===== config.mk =====
export PLATFORM = sky130hd
export DESIGN_NAME = srecord_download_encoder_flat
export DESIGN_NICKNAME = d
export VERILOG_FILES = /design/src/srec_pkg.sv /design/src/srec_if.sv /design/src/srecord_download_encoder.sv /design/src/srec_front.sv /design/src/srec_queue.sv /design/src/srec_back.sv /design/src/flat_wrapper.sv
export SDC_FILE = /design/constraint.sdc
export NUM_CORES = 1
export LEC_CHECK = 0
export BUFFER_PORTS_ARGS = -buffer_cell sky130_fd_sc_hd__buf_2
export CORE_MARGIN = 3
export CORE_UTILIZATION = 50
export DETAILED_ROUTE_END_ITERATION = 12
export GPL_TIMING_DRIVEN = 0
export PLACE_DENSITY_LB_ADDON = 0.25
export SLEW_MARGIN = 20
export SYNTH_ARGS = -nofsm -noshare
export SYNTH_HDL_FRONTEND = slang
export SYNTH_SLANG_ARGS = --single-unit

===== constraint.sdc =====
create_clock -name clock -period 7.1 [get_ports clock]
set_input_delay 1.42 -clock clock [delete_from_list [all_inputs] [get_ports clock]]
set_output_delay 1.42 -clock clock [all_outputs]
set_load 0.005 [all_outputs]

===== src/srec_pkg.sv =====
`timescale 1ns / 1ps

package srec_pkg;

   // largest record payload honored, whatever the register holds
   localparam int MAX_RECORD = 128;

   localparam logic [7:0] RECORD_MAX_RESET = 8'd128;

   // item kinds
   localparam logic ACTION_BEGIN = 1'b0;
   localparam logic ACTION_DATA  = 1'b1;

   // ascii codes
   localparam logic [7:0] CHAR_S    = 8'h53;
   localparam logic [7:0] CHAR_ZERO = 8'h30;
   localparam logic [7:0] CHAR_CR   = 8'h0D;

   // address thresholds that pick S3 and S2 records
   localparam logic [31:0] ADDR_S3_MIN = 32'h00FF_FFFF;
   localparam logic [31:0] ADDR_S2_MIN = 32'h0000_FFFF;

   // S7 trailer plus its CR, fifteen characters
   localparam logic [3:0] TRAILER_LAST = 4'd14;

   // one job handed from the front to the back
   typedef struct packed {
      logic        has_hdr;
      logic        has_data;
      logic        has_sum;
      logic        has_trail;
      logic [2:0]  alen;
      logic [7:0]  len_byte;
      logic [31:0] addr;      // left aligned, first nibble in [31:28]
      logic [7:0]  data;
      logic [7:0]  sum;
   } job_type;

   function automatic logic [7:0] hex_char(input logic [3:0] nib);
      logic [7:0] wide;
      wide = {4'd0, nib};
      if (nib < 4'd10) begin
         return CHAR_ZERO + wide;
      end
      return 8'h37 + wide;
   endfunction

   function automatic logic [7:0] trailer_char(input logic [3:0] idx);
      logic [7:0] ch;
      case (idx)
         4'd0:    ch = CHAR_S;
         4'd1:    ch = 8'h37;
         4'd3:    ch = 8'h35;
         4'd12:   ch = 8'h46;
         4'd13:   ch = 8'h41;
         4'd14:   ch = CHAR_CR;
         default: ch = CHAR_ZERO;
      endcase
      return ch;
   endfunction

endpackage


===== src/srec_if.sv =====
`timescale 1ns / 1ps

// input channel
interface srec_req_if;
   logic        valid;
   logic        ready;
   logic        action;
   logic [31:0] start_address;
   logic [31:0] total_length;
   logic [7:0]  data_byte;

   modport source (output valid, action, start_address, total_length, data_byte,
                   input ready);
   modport sink (input valid, action, start_address, total_length, data_byte,
                 output ready);
endinterface

// result channel
interface srec_rsp_if;
   logic       valid;
   logic       ready;
   logic [7:0] out_char;
   logic       last;

   modport source (output valid, out_char, last, input ready);
   modport sink (input valid, out_char, last, output ready);
endinterface

// register write channel
interface srec_csr_if;
   logic       valid;
   logic       ready;
   logic [7:0] data;

   modport source (output valid, data, input ready);
   modport sink (input valid, data, output ready);
endinterface


===== src/srecord_download_encoder.sv =====
`timescale 1ns / 1ps
// The first character of an item reaches rsp through the job queue, the back's job and
// state registers and the output register. Throughput: one character per cycle while
// rsp is not stalled; a data byte is two characters, a record header
// adds up to twelve, a record end three and the trailer fifteen. Input is taken every
// cycle while the job queue has room, so items can come back to back.
// Reset (synchronous, active high): transfer closed, queue and output empty, record_max 128.

module srecord_download_encoder import srec_pkg::*; #(
   parameter int QUEUE_DEPTH = 4
) (
   input  logic       clock,
   input  logic       reset,
   srec_req_if.sink   req_if,
   srec_rsp_if.source rsp_if,
   srec_csr_if.sink   csr_if
);

   logic    q_push_valid;
   logic    q_push_ready;
   job_type q_push_data;
   logic    q_pop_valid;
   logic    q_pop_ready;
   job_type q_pop_data;

   // classify items and keep transfer state
   srec_front u_front (
      .clock             (clock),
      .reset             (reset),
      .req_valid         (req_if.valid),
      .req_ready         (req_if.ready),
      .req_action        (req_if.action),
      .req_start_address (req_if.start_address),
      .req_total_length  (req_if.total_length),
      .req_data_byte     (req_if.data_byte),
      .csr_valid         (csr_if.valid),
      .csr_ready         (csr_if.ready),
      .csr_data          (csr_if.data),
      .job_valid         (q_push_valid),
      .job_data          (q_push_data),
      .job_ready         (q_push_ready)
   );

   // job queue between front and back
   srec_queue #(
      .DEPTH (QUEUE_DEPTH)
   ) u_queue (
      .clock      (clock),
      .reset      (reset),
      .push_valid (q_push_valid),
      .push_ready (q_push_ready),
      .push_data  (q_push_data),
      .pop_valid  (q_pop_valid),
      .pop_ready  (q_pop_ready),
      .pop_data   (q_pop_data)
   );

   // character sequencer and output register
   srec_back u_back (
      .clock        (clock),
      .reset        (reset),
      .job_valid    (q_pop_valid),
      .job_data     (q_pop_data),
      .job_ready    (q_pop_ready),
      .rsp_valid    (rsp_if.valid),
      .rsp_ready    (rsp_if.ready),
      .rsp_out_char (rsp_if.out_char),
      .rsp_last     (rsp_if.last)
   );

   // back never takes a job the queue does not hold
   a_pop_has_job: assert property (@(posedge clock) disable iff (reset)
      q_pop_ready |-> q_pop_valid)
      else $error("back took a job from an empty queue");

   // a pushed job is visible to the back next cycle
   a_push_visible: assert property (@(posedge clock) disable iff (reset)
      (q_push_valid && q_push_ready) |=> q_pop_valid)
      else $error("pushed job missing from queue");

   // an empty transfer always yields a trailer job
   a_empty_begin_job: assert property (@(posedge clock) disable iff (reset)
      (req_if.valid && req_if.ready && (req_if.action == ACTION_BEGIN)
       && (req_if.total_length == 32'd0)) |=> q_pop_valid)
      else $error("empty transfer produced no trailer job");

endmodule


===== src/srec_front.sv =====
`timescale 1ns / 1ps

module srec_front import srec_pkg::*; (
   input  logic        clock,
   input  logic        reset,
   input  logic        req_valid,
   output logic        req_ready,
   input  logic        req_action,
   input  logic [31:0] req_start_address,
   input  logic [31:0] req_total_length,
   input  logic [7:0]  req_data_byte,
   input  logic        csr_valid,
   output logic        csr_ready,
   input  logic [7:0]  csr_data,
   output logic        job_valid,
   output job_type     job_data,
   input  logic        job_ready
);

   logic [7:0]  record_max_ff, record_max_in;
   logic        open_ff, open_in;
   logic [31:0] remaining_ff, remaining_in;
   logic [31:0] next_addr_ff, next_addr_in;
   logic [7:0]  rec_left_ff, rec_left_in;
   logic [7:0]  sum_ff, sum_in;

   logic        accept;
   logic [7:0]  lim;
   logic [7:0]  stride;
   logic [2:0]  alen;
   logic [31:0] addr_aligned;
   logic [7:0]  addr_sum;
   logic [7:0]  len_byte;
   logic        hdr;
   logic [7:0]  sum_base;
   logic [7:0]  sum_new;
   logic [7:0]  left_cur;
   logic [7:0]  left_new;
   logic [31:0] rem_new;
   logic        rec_end;
   logic        xfer_end;
   logic        empty_begin;

   assign csr_ready = 1'b1;
   assign req_ready = job_ready;
   assign accept    = req_valid && job_ready;

   // record length limit, clamped
   always_comb begin
      if (record_max_ff == 8'd0) begin
         lim = 8'd1;
      end else if (record_max_ff > 8'(MAX_RECORD)) begin
         lim = 8'(MAX_RECORD);
      end else begin
         lim = record_max_ff;
      end
   end

   // header fields for a record starting at next_addr
   always_comb begin
      stride = (remaining_ff < {24'd0, lim}) ? remaining_ff[7:0] : lim;
      if (next_addr_ff >= ADDR_S3_MIN) begin
         alen = 3'd4;
         addr_aligned = next_addr_ff;
         addr_sum = next_addr_ff[7:0] + next_addr_ff[15:8] + next_addr_ff[23:16]
                    + next_addr_ff[31:24];
      end else if (next_addr_ff >= ADDR_S2_MIN) begin
         alen = 3'd3;
         addr_aligned = {next_addr_ff[23:0], 8'd0};
         addr_sum = next_addr_ff[7:0] + next_addr_ff[15:8] + next_addr_ff[23:16];
      end else begin
         alen = 3'd2;
         addr_aligned = {next_addr_ff[15:0], 16'd0};
         addr_sum = next_addr_ff[7:0] + next_addr_ff[15:8];
      end
      len_byte = {5'd0, alen} + stride + 8'd1;
   end

   // per byte bookkeeping
   always_comb begin
      hdr      = (rec_left_ff == 8'd0);
      sum_base = hdr ? (len_byte + addr_sum) : sum_ff;
      left_cur = hdr ? stride : rec_left_ff;
      sum_new  = sum_base + req_data_byte;
      left_new = left_cur - 8'd1;
      rem_new  = remaining_ff - 32'd1;
      rec_end  = (left_new == 8'd0);
      xfer_end = (rem_new == 32'd0);
      empty_begin = (req_action == ACTION_BEGIN) && (req_total_length == 32'd0);
   end

   // job to the queue
   always_comb begin
      job_valid = req_valid && (empty_begin || ((req_action == ACTION_DATA) && open_ff));
      job_data.has_hdr   = (req_action == ACTION_DATA) && hdr;
      job_data.has_data  = (req_action == ACTION_DATA);
      job_data.has_sum   = (req_action == ACTION_DATA) && rec_end;
      job_data.has_trail = (req_action == ACTION_BEGIN) || xfer_end;
      job_data.alen      = alen;
      job_data.len_byte  = len_byte;
      job_data.addr      = addr_aligned;
      job_data.data      = req_data_byte;
      job_data.sum       = ~sum_new;
   end

   // next state
   always_comb begin
      record_max_in = csr_valid ? csr_data : record_max_ff;
      open_in       = open_ff;
      remaining_in  = remaining_ff;
      next_addr_in  = next_addr_ff;
      rec_left_in   = rec_left_ff;
      sum_in        = sum_ff;
      if (accept) begin
         if (req_action == ACTION_BEGIN) begin
            open_in      = !empty_begin;
            remaining_in = req_total_length;
            next_addr_in = req_start_address;
            rec_left_in  = 8'd0;
            sum_in       = 8'd0;
         end else if (open_ff) begin
            remaining_in = rem_new;
            next_addr_in = next_addr_ff + 32'd1;
            rec_left_in  = left_new;
            sum_in       = rec_end ? 8'd0 : sum_new;
            if (xfer_end) begin
               open_in     = 1'b0;
               rec_left_in = 8'd0;
               sum_in      = 8'd0;
            end
         end
      end
   end

   always_ff @(posedge clock) begin
      if (reset) begin
         record_max_ff <= RECORD_MAX_RESET;
         open_ff       <= 1'b0;
         remaining_ff  <= 32'd0;
         next_addr_ff  <= 32'd0;
         rec_left_ff   <= 8'd0;
         sum_ff        <= 8'd0;
      end else begin
         record_max_ff <= record_max_in;
         open_ff       <= open_in;
         remaining_ff  <= remaining_in;
         next_addr_ff  <= next_addr_in;
         rec_left_ff   <= rec_left_in;
         sum_ff        <= sum_in;
      end
   end

endmodule


===== src/srec_queue.sv =====
`timescale 1ns / 1ps

module srec_queue import srec_pkg::*; #(
   parameter int DEPTH = 4
) (
   input  logic    clock,
   input  logic    reset,
   input  logic    push_valid,
   output logic    push_ready,
   input  job_type push_data,
   output logic    pop_valid,
   input  logic    pop_ready,
   output job_type pop_data
);

   localparam int PTR_W = (DEPTH > 1) ? $clog2(DEPTH) : 1;
   localparam int CNT_W = $clog2(DEPTH + 1);

   job_type            mem_ff [DEPTH];
   logic [PTR_W-1:0]   wr_ptr_ff, wr_ptr_in;
   logic [PTR_W-1:0]   rd_ptr_ff, rd_ptr_in;
   logic [CNT_W-1:0]   count_ff, count_in;
   logic               do_push;
   logic               do_pop;

   assign push_ready = (count_ff != CNT_W'(DEPTH));
   assign pop_valid  = (count_ff != '0);
   assign pop_data   = mem_ff[rd_ptr_ff];
   assign do_push    = push_valid && push_ready;
   assign do_pop     = pop_ready && pop_valid;

   // pointer and fill level
   always_comb begin
      wr_ptr_in = wr_ptr_ff;
      rd_ptr_in = rd_ptr_ff;
      count_in  = count_ff;
      if (do_push) begin
         wr_ptr_in = (wr_ptr_ff == PTR_W'(DEPTH - 1)) ? '0 : wr_ptr_ff + 1'b1;
      end
      if (do_pop) begin
         rd_ptr_in = (rd_ptr_ff == PTR_W'(DEPTH - 1)) ? '0 : rd_ptr_ff + 1'b1;
      end
      if (do_push && !do_pop) begin
         count_in = count_ff + 1'b1;
      end else if (do_pop && !do_push) begin
         count_in = count_ff - 1'b1;
      end
   end

   always_ff @(posedge clock) begin
      if (reset) begin
         wr_ptr_ff <= '0;
         rd_ptr_ff <= '0;
         count_ff  <= '0;
      end else begin
         wr_ptr_ff <= wr_ptr_in;
         rd_ptr_ff <= rd_ptr_in;
         count_ff  <= count_in;
      end
   end

   // entry storage
   always_ff @(posedge clock) begin
      if (do_push) begin
         mem_ff[wr_ptr_ff] <= push_data;
      end
   end

endmodule


===== src/srec_back.sv =====
`timescale 1ns / 1ps

module srec_back import srec_pkg::*; (
   input  logic       clock,
   input  logic       reset,
   input  logic       job_valid,
   input  job_type    job_data,
   output logic       job_ready,
   output logic       rsp_valid,
   input  logic       rsp_ready,
   output logic [7:0] rsp_out_char,
   output logic       rsp_last
);

   typedef enum logic [8:0] {
      ST_IDLE  = 9'b000000001,
      ST_S     = 9'b000000010,
      ST_TYPE  = 9'b000000100,
      ST_LEN   = 9'b000001000,
      ST_ADDR  = 9'b000010000,
      ST_DATA  = 9'b000100000,
      ST_SUM   = 9'b001000000,
      ST_CR    = 9'b010000000,
      ST_TRAIL = 9'b100000000
   } back_state_type;

   back_state_type state_ff, state_in;
   back_state_type step_state;
   back_state_type first_state;
   job_type        job_ff, job_in;
   logic [3:0]     cnt_ff, cnt_in;
   logic [3:0]     step_cnt;
   logic [31:0]    addr_sh_ff, addr_sh_in;
   logic           rsp_valid_ff, rsp_valid_in;
   logic [7:0]     rsp_char_ff, rsp_char_in;
   logic           rsp_last_ff, rsp_last_in;

   logic           emit;
   logic           done;
   logic           load;
   logic [7:0]     ch;
   logic [3:0]     addr_last;

   assign rsp_valid    = rsp_valid_ff;
   assign rsp_out_char = rsp_char_ff;
   assign rsp_last     = rsp_last_ff;

   // one character per cycle while the output slot is free
   assign emit      = (state_ff != ST_IDLE) && (!rsp_valid_ff || rsp_ready);
   assign addr_last = {job_ff.alen, 1'b0} - 4'd1;

   // character select and sequencing
   always_comb begin
      step_state = state_ff;
      step_cnt   = cnt_ff + 4'd1;
      done       = 1'b0;
      ch         = CHAR_CR;
      case (state_ff)
         ST_S: begin
            ch         = CHAR_S;
            step_state = ST_TYPE;
            step_cnt   = 4'd0;
         end
         ST_TYPE: begin
            ch         = CHAR_ZERO + {5'd0, job_ff.alen} - 8'd1;
            step_state = ST_LEN;
            step_cnt   = 4'd0;
         end
         ST_LEN: begin
            ch = hex_char(cnt_ff[0] ? job_ff.len_byte[3:0] : job_ff.len_byte[7:4]);
            if (cnt_ff[0]) begin
               step_state = ST_ADDR;
               step_cnt   = 4'd0;
            end
         end
         ST_ADDR: begin
            ch = hex_char(addr_sh_ff[31:28]);
            if (cnt_ff == addr_last) begin
               step_state = ST_DATA;
               step_cnt   = 4'd0;
            end
         end
         ST_DATA: begin
            ch = hex_char(cnt_ff[0] ? job_ff.data[3:0] : job_ff.data[7:4]);
            if (cnt_ff[0]) begin
               step_cnt = 4'd0;
               if (job_ff.has_sum) begin
                  step_state = ST_SUM;
               end else if (job_ff.has_trail) begin
                  step_state = ST_TRAIL;
               end else begin
                  done = 1'b1;
               end
            end
         end
         ST_SUM: begin
            ch = hex_char(cnt_ff[0] ? job_ff.sum[3:0] : job_ff.sum[7:4]);
            if (cnt_ff[0]) begin
               step_state = ST_CR;
               step_cnt   = 4'd0;
            end
         end
         ST_CR: begin
            ch       = CHAR_CR;
            step_cnt = 4'd0;
            if (job_ff.has_trail) begin
               step_state = ST_TRAIL;
            end else begin
               done = 1'b1;
            end
         end
         ST_TRAIL: begin
            ch = trailer_char(cnt_ff);
            if (cnt_ff == TRAILER_LAST) begin
               done = 1'b1;
            end
         end
         default: begin
            step_state = ST_IDLE;
         end
      endcase
   end

   // entry point of a fresh job
   always_comb begin
      if (job_data.has_hdr) begin
         first_state = ST_S;
      end else if (job_data.has_data) begin
         first_state = ST_DATA;
      end else begin
         first_state = ST_TRAIL;
      end
   end

   // take the next job when idle or on the last character of this one
   assign load      = job_valid && ((state_ff == ST_IDLE) || (emit && done));
   assign job_ready = load;

   // next state
   always_comb begin
      state_in   = state_ff;
      job_in     = job_ff;
      cnt_in     = cnt_ff;
      addr_sh_in = addr_sh_ff;
      if (load) begin
         state_in   = first_state;
         job_in     = job_data;
         cnt_in     = 4'd0;
         addr_sh_in = job_data.addr;
      end else if (emit) begin
         state_in = done ? ST_IDLE : step_state;
         cnt_in   = step_cnt;
         if (state_ff == ST_ADDR) begin
            addr_sh_in = {addr_sh_ff[27:0], 4'd0};
         end
      end
   end

   // output register
   always_comb begin
      rsp_valid_in = rsp_valid_ff && !rsp_ready;
      rsp_char_in  = rsp_char_ff;
      rsp_last_in  = rsp_last_ff;
      if (emit) begin
         rsp_valid_in = 1'b1;
         rsp_char_in  = ch;
         rsp_last_in  = done;
      end
   end

   always_ff @(posedge clock) begin
      if (reset) begin
         state_ff     <= ST_IDLE;
         cnt_ff       <= 4'd0;
         rsp_valid_ff <= 1'b0;
      end else begin
         state_ff     <= state_in;
         cnt_ff       <= cnt_in;
         rsp_valid_ff <= rsp_valid_in;
      end
   end

   always_ff @(posedge clock) begin
      job_ff      <= job_in;
      addr_sh_ff  <= addr_sh_in;
      rsp_char_ff <= rsp_char_in;
      rsp_last_ff <= rsp_last_in;
   end

endmodule


===== src/flat_wrapper.sv =====
// flat-port wrapper written by rule: the top's interface ports become plain ports
module srecord_download_encoder_flat import srec_pkg::*;
#(
   parameter int QUEUE_DEPTH = 4
)
  (clock, reset, req_if_valid, req_if_action, req_if_start_address, req_if_total_length, req_if_data_byte, req_if_ready, rsp_if_valid, rsp_if_out_char, rsp_if_last, rsp_if_ready, csr_if_valid, csr_if_data, csr_if_ready);
  srec_req_if req_if_i ();
  srec_rsp_if rsp_if_i ();
  srec_csr_if csr_if_i ();
  input  logic clock;
  input  logic reset;
  input wire logic [$bits(req_if_i.valid)-1:0] req_if_valid;
  input wire logic [$bits(req_if_i.action)-1:0] req_if_action;
  input wire logic [$bits(req_if_i.start_address)-1:0] req_if_start_address;
  input wire logic [$bits(req_if_i.total_length)-1:0] req_if_total_length;
  input wire logic [$bits(req_if_i.data_byte)-1:0] req_if_data_byte;
  output wire logic [$bits(req_if_i.ready)-1:0] req_if_ready;
  output wire logic [$bits(rsp_if_i.valid)-1:0] rsp_if_valid;
  output wire logic [$bits(rsp_if_i.out_char)-1:0] rsp_if_out_char;
  output wire logic [$bits(rsp_if_i.last)-1:0] rsp_if_last;
  input wire logic [$bits(rsp_if_i.ready)-1:0] rsp_if_ready;
  input wire logic [$bits(csr_if_i.valid)-1:0] csr_if_valid;
  input wire logic [$bits(csr_if_i.data)-1:0] csr_if_data;
  output wire logic [$bits(csr_if_i.ready)-1:0] csr_if_ready;
  assign req_if_i.valid = req_if_valid;
  assign req_if_i.action = req_if_action;
  assign req_if_i.start_address = req_if_start_address;
  assign req_if_i.total_length = req_if_total_length;
  assign req_if_i.data_byte = req_if_data_byte;
  assign req_if_ready = req_if_i.ready;
  assign rsp_if_valid = rsp_if_i.valid;
  assign rsp_if_out_char = rsp_if_i.out_char;
  assign rsp_if_last = rsp_if_i.last;
  assign rsp_if_i.ready = rsp_if_ready;
  assign csr_if_i.valid = csr_if_valid;
  assign csr_if_i.data = csr_if_data;
  assign csr_if_ready = csr_if_i.ready;
  srecord_download_encoder #(.QUEUE_DEPTH(QUEUE_DEPTH)) u_core (.clock(clock), .reset(reset), .req_if(req_if_i), .rsp_if(rsp_if_i), .csr_if(csr_if_i));
endmodule

Word level (Yosys, flattened, before mapping)
Memories as Yosys holds them, arrays and structs flattened. A register that Yosys moved wholly into a read port is not among the register bits.
Cells that the tools add are included.
Widths: inputs -> output; s select.
{"block": "totals", "ff_bits": 180, "latchBits": 0, "ram_bits": 252, "mem_bits_ro": 0, "inputBits": 86, "out_inout_bits": 12, "wordCells": 200, "memories": 1}
{"name": "u_core.u_queue.mem_ff", "words": 4, "width": 63, "read_ports": 1, "rd_clocked_by_memory_dff": 1, "wr": 1, "line_no": "srec_queue.sv:19", "source": "job_type mem_ff [DEPTH];"}
{"block": "op_classes", "n_addsub": 26, "n_mul": 0, "div_mod_pow": 0, "order_cmp": 8, "eq_ne": 25, "n_shift": 0, "n_mux": 78, "n_bitwise": 2, "n_reduce_logical": 39}
{"operator": "$mux 32", "count": 9}
{"operator": "$mux 8", "count": 22}
{"operator": "$mux 9", "count": 11}
{"operator": "$pmux 9 s8", "count": 1}
{"operator": "$logic_not 32->1", "count": 2}
{"operator": "$add 6x4->7 const A", "count": 8}
{"operator": "$pmux 8 s7", "count": 1}
{"operator": "$pmux 7 s6", "count": 1}
{"operator": "$add 8x8->8", "count": 5}
{"operator": "$add 32x1->32 const B", "count": 1}
{"operator": "$ge 32x16->1 const B", "count": 1}
{"operator": "$ge 32x24->1 const B", "count": 1}
{"operator": "$lt 32x8->1", "count": 1}
{"operator": "$sub 32x1->32 const B", "count": 1}
{"operator": "$logic_not 8->1", "count": 3}
{"operator": "$mux 4", "count": 5}
{"operator": "$mux 1", "count": 19}
{"operator": "$lt 4x4->1 const B", "count": 4}
{"operator": "$ne 4x3->1 const B", "count": 4}
{"operator": "$logic_and 1x1->1", "count": 14}
{"operator": "$eq 4x4->1 const B", "count": 3}
{"operator": "$pmux 4 s3", "count": 1}
{"operator": "$eq 9x1->1 const B", "count": 1}
{"operator": "$eq 9x2->1 const B", "count": 1}
{"operator": "other kinds (40)", "count": 58}

Depth between registers and ports, before layout
{"block": "logic_depth", "ltp_word": 14, "mapped_depth": 29, "mapped_depth_nobuf": 28}

Cells and area by module
From an unflattened synthesis, not the netlist that was laid out.
{"block": "unflattened", "cells_unflattened": 2005, "hier_area_um2": 22432.8}
{"mod": "srec_queue", "instances": 1, "cells_each": 377, "area_per_inst_um2": 9547.9, "seq_area_each_um2": 7747.4}
{"mod": "srec_front", "instances": 1, "cells_each": 1194, "area_per_inst_um2": 8478.1, "seq_area_each_um2": 1781.7}
{"mod": "srec_back", "instances": 1, "cells_each": 434, "area_per_inst_um2": 4406.7, "seq_area_each_um2": 2352.3}

Worst setup path before layout
OpenSTA, ideal clock, no wires.
{"block": "synth_path", "path_kind": "register -> register", "startpoint": "register u_core.u_front.next_addr_ff[1]", "endpoint": "register u_core.u_front.sum_ff[7]", "setup_time_ns": 0.086, "arrival_time_ns": 5.918, "path_slack_ns": 1.097, "path_stages_with_launch": 27, "period_less_slack_ns": 6.003, "cell_sequence": "dfxtp_1 ha_1 nand3_1 or4_1 nor4b_1 nand3_1 nand2_1 clkbuf_1 clkbuf_1 ha_1 a21oi_1 o21ai_0 xnor2_1 ha_1 o21ai_0 nand2b_1 a21o_1 a21oi_1 xor2_1 o21ai_0 ha_1 nor2_1 nor3_1 xor2_1 and2_1 mux2i_1 a211oi_1"}
{"element": "start: declaration", "line_no": "srec_front.sv:23", "source": "logic [31:0] next_addr_ff, next_addr_in;"}
{"element": "start signal: assignment", "line_no": "srec_front.sv:147", "source": "next_addr_ff <= next_addr_in;"}
{"element": "end signal: assignment", "line_no": "srec_front.sv:149", "source": "sum_ff <= sum_in;"}
{"element": "end: declaration", "line_no": "srec_front.sv:25", "source": "logic [7:0] sum_ff, sum_in;"}

==> run summary <==
The die width is about 210 um. The number of gates on the worst path with buffers counted came out at 28. For this run, global-route usage on met2 was measured as 0.4295. In this design, the critical path's most frequently occurring cell is sky130_fd_sc_hd__ha_1. The final weighted congestion in routability-driven placement is 0.9274. Across the run, the number of max-cap violations was 0. The maximum clock rate came out at 0.1494 GHz. The number of fill cells in the layout is ~3500.

The total die area came out at 46090 um2. In the global route stage, met3 resource usage came out at 0.04534. The worst path buffer plus inverter count came out at 3.

The TritonCTS sink count came out at about 430. The share of total power dissipated in the clock network is 0.259. The routed length per placed instance is ~23 um. The minimum setup slack among reg-to-reg paths is just over 400 ps.

The longest clock path from root to sink contains 3 buffers. Between clock sinks in the finished design, the worst skew comes to 27.48 ps. The area fraction of the dominant cell type after synthesis is 0.4427. The first-pass iteration count of the detailed router came out at 6. The global routing met1 resource utilization is 0.3474.

Synthesis inferred 433 register bits. The maximum fanout along the worst path came out at 13. From bottom edge to top edge, the die measures approximately 210 um. The most common cell after layout, fill and taps aside is sky130_fd_sc_hd__edfxtp_1. For this run, the leading register cell type out of synthesis is sky130_fd_sc_hd__edfxtp_1. The count of routing violations after the opening detailed-route iteration came out at ~1600. The worst setup path is captured at a flip-flop. Setup violations remaining at the end of the flow were counted as 0.

For this design the ratio of total power to cell area is approximately 400 nW/um2. The routed design has between 60 and 70 mm of wire. The H-tree generated during clock tree synthesis spans 2 levels. The share of the Yosys chip area taken by registers is 0.5456. The total half-perimeter wirelength after legalization and detailed placement came out at 43.44 mm. The number of distinct standard cells referenced by the synthesized netlist is 84. The leftover overflow at the end of global routing is 0. The startpoint identified for the worst register-to-register timing path is u_core.u_front.next_addr_ff[0]$_SDFFE_PP0P_. Yosys printed 0 warnings. The layer flagged by global routing as most heavily used is met2. On the critical path, the stage with the largest delay is an instance of sky130_fd_sc_hd__or4_1.

The share of total power dissipated in combinational logic is 0.367. The run finished with clean final reports. The endpoint arrival time on the critical path came out at ~7100 ps.

The worst hold-check path type is flip-flop to flip-flop. The pin count of the biggest net entering global routing came out at 36. The number of design rule violations left after detail routing is 0. Setup repair after global routing left no endpoint under its margin. The hold violation count in the final report was 0.

For this run, the slowest stage of the critical path takes 620 ps. The initial core utilization came out at 0.5123. The port buffer count came out at 93.

The setup path with the least slack is of type flip-flop to flip-flop. The number of placement rows is 75. Synthesis handed over a netlist of between 1500 and 2000 instances. The share of layout cells above drive strength 1 is 0.1358. The worst setup path is launched from a flip-flop. The clock slew at the register clock pins of the worst setup and hold paths is roughly 60 ps. The layout net count is ~2200.

The post-synth net total came out at about 2100. The post-synthesis area per instance is around 11 um2. Dividing the final minimum period by the clock period gives 0.9430.

The number of antenna diodes in the final layout is 0. The analysis attributes to cell leakage a power of 8.913 nW. The max-slew violation count is 0. The critical path data required time is approximately 7500 ps.

The final core area utilization came out at 0.5832. The transition time at the pin with the least slew margin is between 1000 and 1500 ps. sky130_fd_sc_hd__edfxtp_1 takes more of the synthesized area than any other cell.

The TritonCTS buffer count is 47. The launch point of the critical path is u_core.u_front.next_addr_ff[0]$_SDFFE_PP0P_. For this design the total switching power over the nets is around 3.5 mW. The switching fraction of total power is 0.3631. Of the total power, registers draw 0.374. The post-synthesis instance area came out at between 20000 and 25000 um2. The total track usage came out at 0.2626. The via count of the first global-routing pass was ~16000. The initial antenna violation count is 1. In the post-synthesis netlist, the biggest area contributors are sky130_fd_sc_hd__edfxtp_1 44%, sky130_fd_sc_hd__dfxtp_1 10%, sky130_fd_sc_hd__mux4_2 6.5%. The remaining antenna violation count after routing came out at 0. In this run the worst setup path terminates at u_core.u_front.sum_ff[7]$_SDFFE_PP0P_. TritonCTS built the clock tree. Across the whole layout, storage elements account for about 12000 um2. In the layout the commonest cells are 321 x sky130_fd_sc_hd__edfxtp_1, 243 x sky130_fd_sc_hd__nand2_1, 159 x sky130_fd_sc_hd__nor2_1. The first global-routing pass estimated 94.13 mm of wire. The via density per instance is between 6 and 7. The startpoint identified for the worst hold timing path is u_core.u_queue.rd_ptr_ff[1]$_SDFFE_PP0P_.

The depth of the worst register-to-register path is 28. The cell type group with the largest total delay on the critical path is simple AND/OR/NAND/NOR gates. The synthesis-to-finish area growth is 13.84%.

The buffer type at the clock tree root is sky130_fd_sc_hd__clkbuf_16. The minimum clock period came out at around 6700 ps. Yosys mapped a number of flops with a built-in enable equal to 321. The post-synthesis async set-or-reset flop share is 0. The I/O pin total is 98. The later-pin clock latency in the skew report is between 500 and 600 ps. The internal cell power came out at 6.213 mW.

The tightest slew margin relative to the limit came out at 0.2795. The multi-input combinational cells in the finished layout cover a total of approximately 9300 um2. The largest vdd supply drop came out at 211.7 uV. The critical register-to-register path endpoint is u_core.u_front.sum_ff[7]$_SDFFE_PP0P_.

The total negative slack for setup checks is 0 ps. The core region is 42510 um2. Across all layers, the routed design uses around 16000 vias.
==> worst register-to-register path: cells and delay by family (launching register included) <==
family                     cells  cell delay, ps
AOI/OAI and AO/OA              7            1030
xor gates and xnor gates       3             870
adders and majority gates      5            1500
buffers and inverters          3             430
DFF                            1             490
and+or+nand+nor               10            2200
==> worst min path at each step <==
stage                                                     endpoint  cells after the start
after floorplan                                          flip-flop                      2
after global placement    u_core.u_queue.rd_ptr_ff[1]$_SDFFE_PP0P_                      2
after detailed placement  u_core.u_queue.rd_ptr_ff[1]$_SDFFE_PP0P_                      2
after CTS                                                flip-flop                      2
after global routing       u_core.u_queue.count_ff[2]$_SDFFE_PP0P_                      2
final                                                    flip-flop                      2
==> power by group through the flow <==
stage	Combinational (mW)	Clock [mW]	Sequential, mW
CTS	3.54	2.56	3.65
global placement	3.35	0	3.71
detailed placement	3.50	0	3.69
floorplan	2.41	0	3.63
finish	3.58	2.53	3.65
global route	3.93	2.66	3.68
==> per-layer routing <==
layer  share of wire  wire length (um)
met1            0.41             25110
met2            0.47             28860
met3           0.075              4611
met4           0.046              2824
met5               0                 0
==> cells in the mapped netlist, types with 31 or more instances <==
| master | count |
|---|---|
| sky130_fd_sc_hd__edfxtp_1 | 321 |
| sky130_fd_sc_hd__nand2_1 | 243 |
| sky130_fd_sc_hd__nor2_1 | 159 |
| sky130_fd_sc_hd__a21oi_1 | 130 |
| sky130_fd_sc_hd__dfxtp_1 | 112 |
| sky130_fd_sc_hd__clkbuf_1 | 100 |
| sky130_fd_sc_hd__o21ai_0 | 97 |
| sky130_fd_sc_hd__ha_1 | 67 |
| sky130_fd_sc_hd__mux4_2 | 63 |
| sky130_fd_sc_hd__inv_1 | 62 |
| sky130_fd_sc_hd__mux2i_1 | 49 |
| sky130_fd_sc_hd__nor3_1 | 45 |
| sky130_fd_sc_hd__xnor2_1 | 35 |
| sky130_fd_sc_hd__nor4_1 | 32 |
| sky130_fd_sc_hd__xor2_1 | 32 |
| sky130_fd_sc_hd__nand3_1 | 31 |
==> stage by stage <==
stage / cells / hold slack, ps / total power [mW] / area, um2 / worst slack, ps
after floorplan: 1935 / 449.6 / 6.046 / 21780 / 1097
after global placement: 2605 / 462.7 / 7.056 / 22960 / -694.8
after detailed placement: 2611 / 469.8 / 7.195 / 23110 / -966.8
after CTS: 2696 / 477.8 / 9.753 / 24750 / 85.09
after global routing: 2697 / 524.7 / 10.28 / 24790 / 6.839
final: 2697 / 478.3 / 9.756 / 24790 / 404.9
==> cell type report <==
type                    count  share of cell area
well taps                 577             0.02912
flip-flops and latches    433              0.4794
repair buffers            100             0.02423
clock buffers              55             0.04951
multi-input cells        1322              0.3748
plain buffers             118             0.01883
clock inverters            30             0.01469
inverters                  62            0.009388
==> sequential cells by signal, summed over array words and instances (netlist names), 3 cells and up, named ones only <==
| name | cells |
|---|---|
| u_core.u_queue.count_ff | 3 |
| u_core.u_front.remaining_ff | 32 |
| u_core.u_front.record_max_ff | 8 |
| u_core.u_front.rec_left_ff | 8 |
| u_core.u_back.state_ff | 9 |
| u_core.u_back.cnt_ff | 4 |
| u_core.u_back.job_ff | 29 |
| u_core.u_front.next_addr_ff | 32 |
| u_core.u_front.sum_ff | 8 |
| u_core.u_queue.mem_ff | 252 |
| u_core.u_back.addr_sh_ff | 32 |
| u_core.u_back.rsp_out_char | 7 |
==> cell families after synthesis <==
| logic type | Yosys count | synth area share |
|---|---|---|
| simple gates | 662 | 0.1454 |
| flops | 433 | 0.5456 |
| compound gates | 402 | 0.1154 |
| buf+inv | 180 | 0.03149 |
| mux | 114 | 0.08889 |
| fa+ha+maj | 74 | 0.04493 |
| xor+xnor | 68 | 0.02798 |
| other cells | 2 | 0.0003449 |
==> timing repair <==
action / CTS / global route
setup buffers: 0 / 1
pin swaps: 1 / 1
setup endpoints to repair: 19 / 9
resized for setup: 10 / 16
hold buffers: 0 / 0
(Power assumes the default switching activity.)
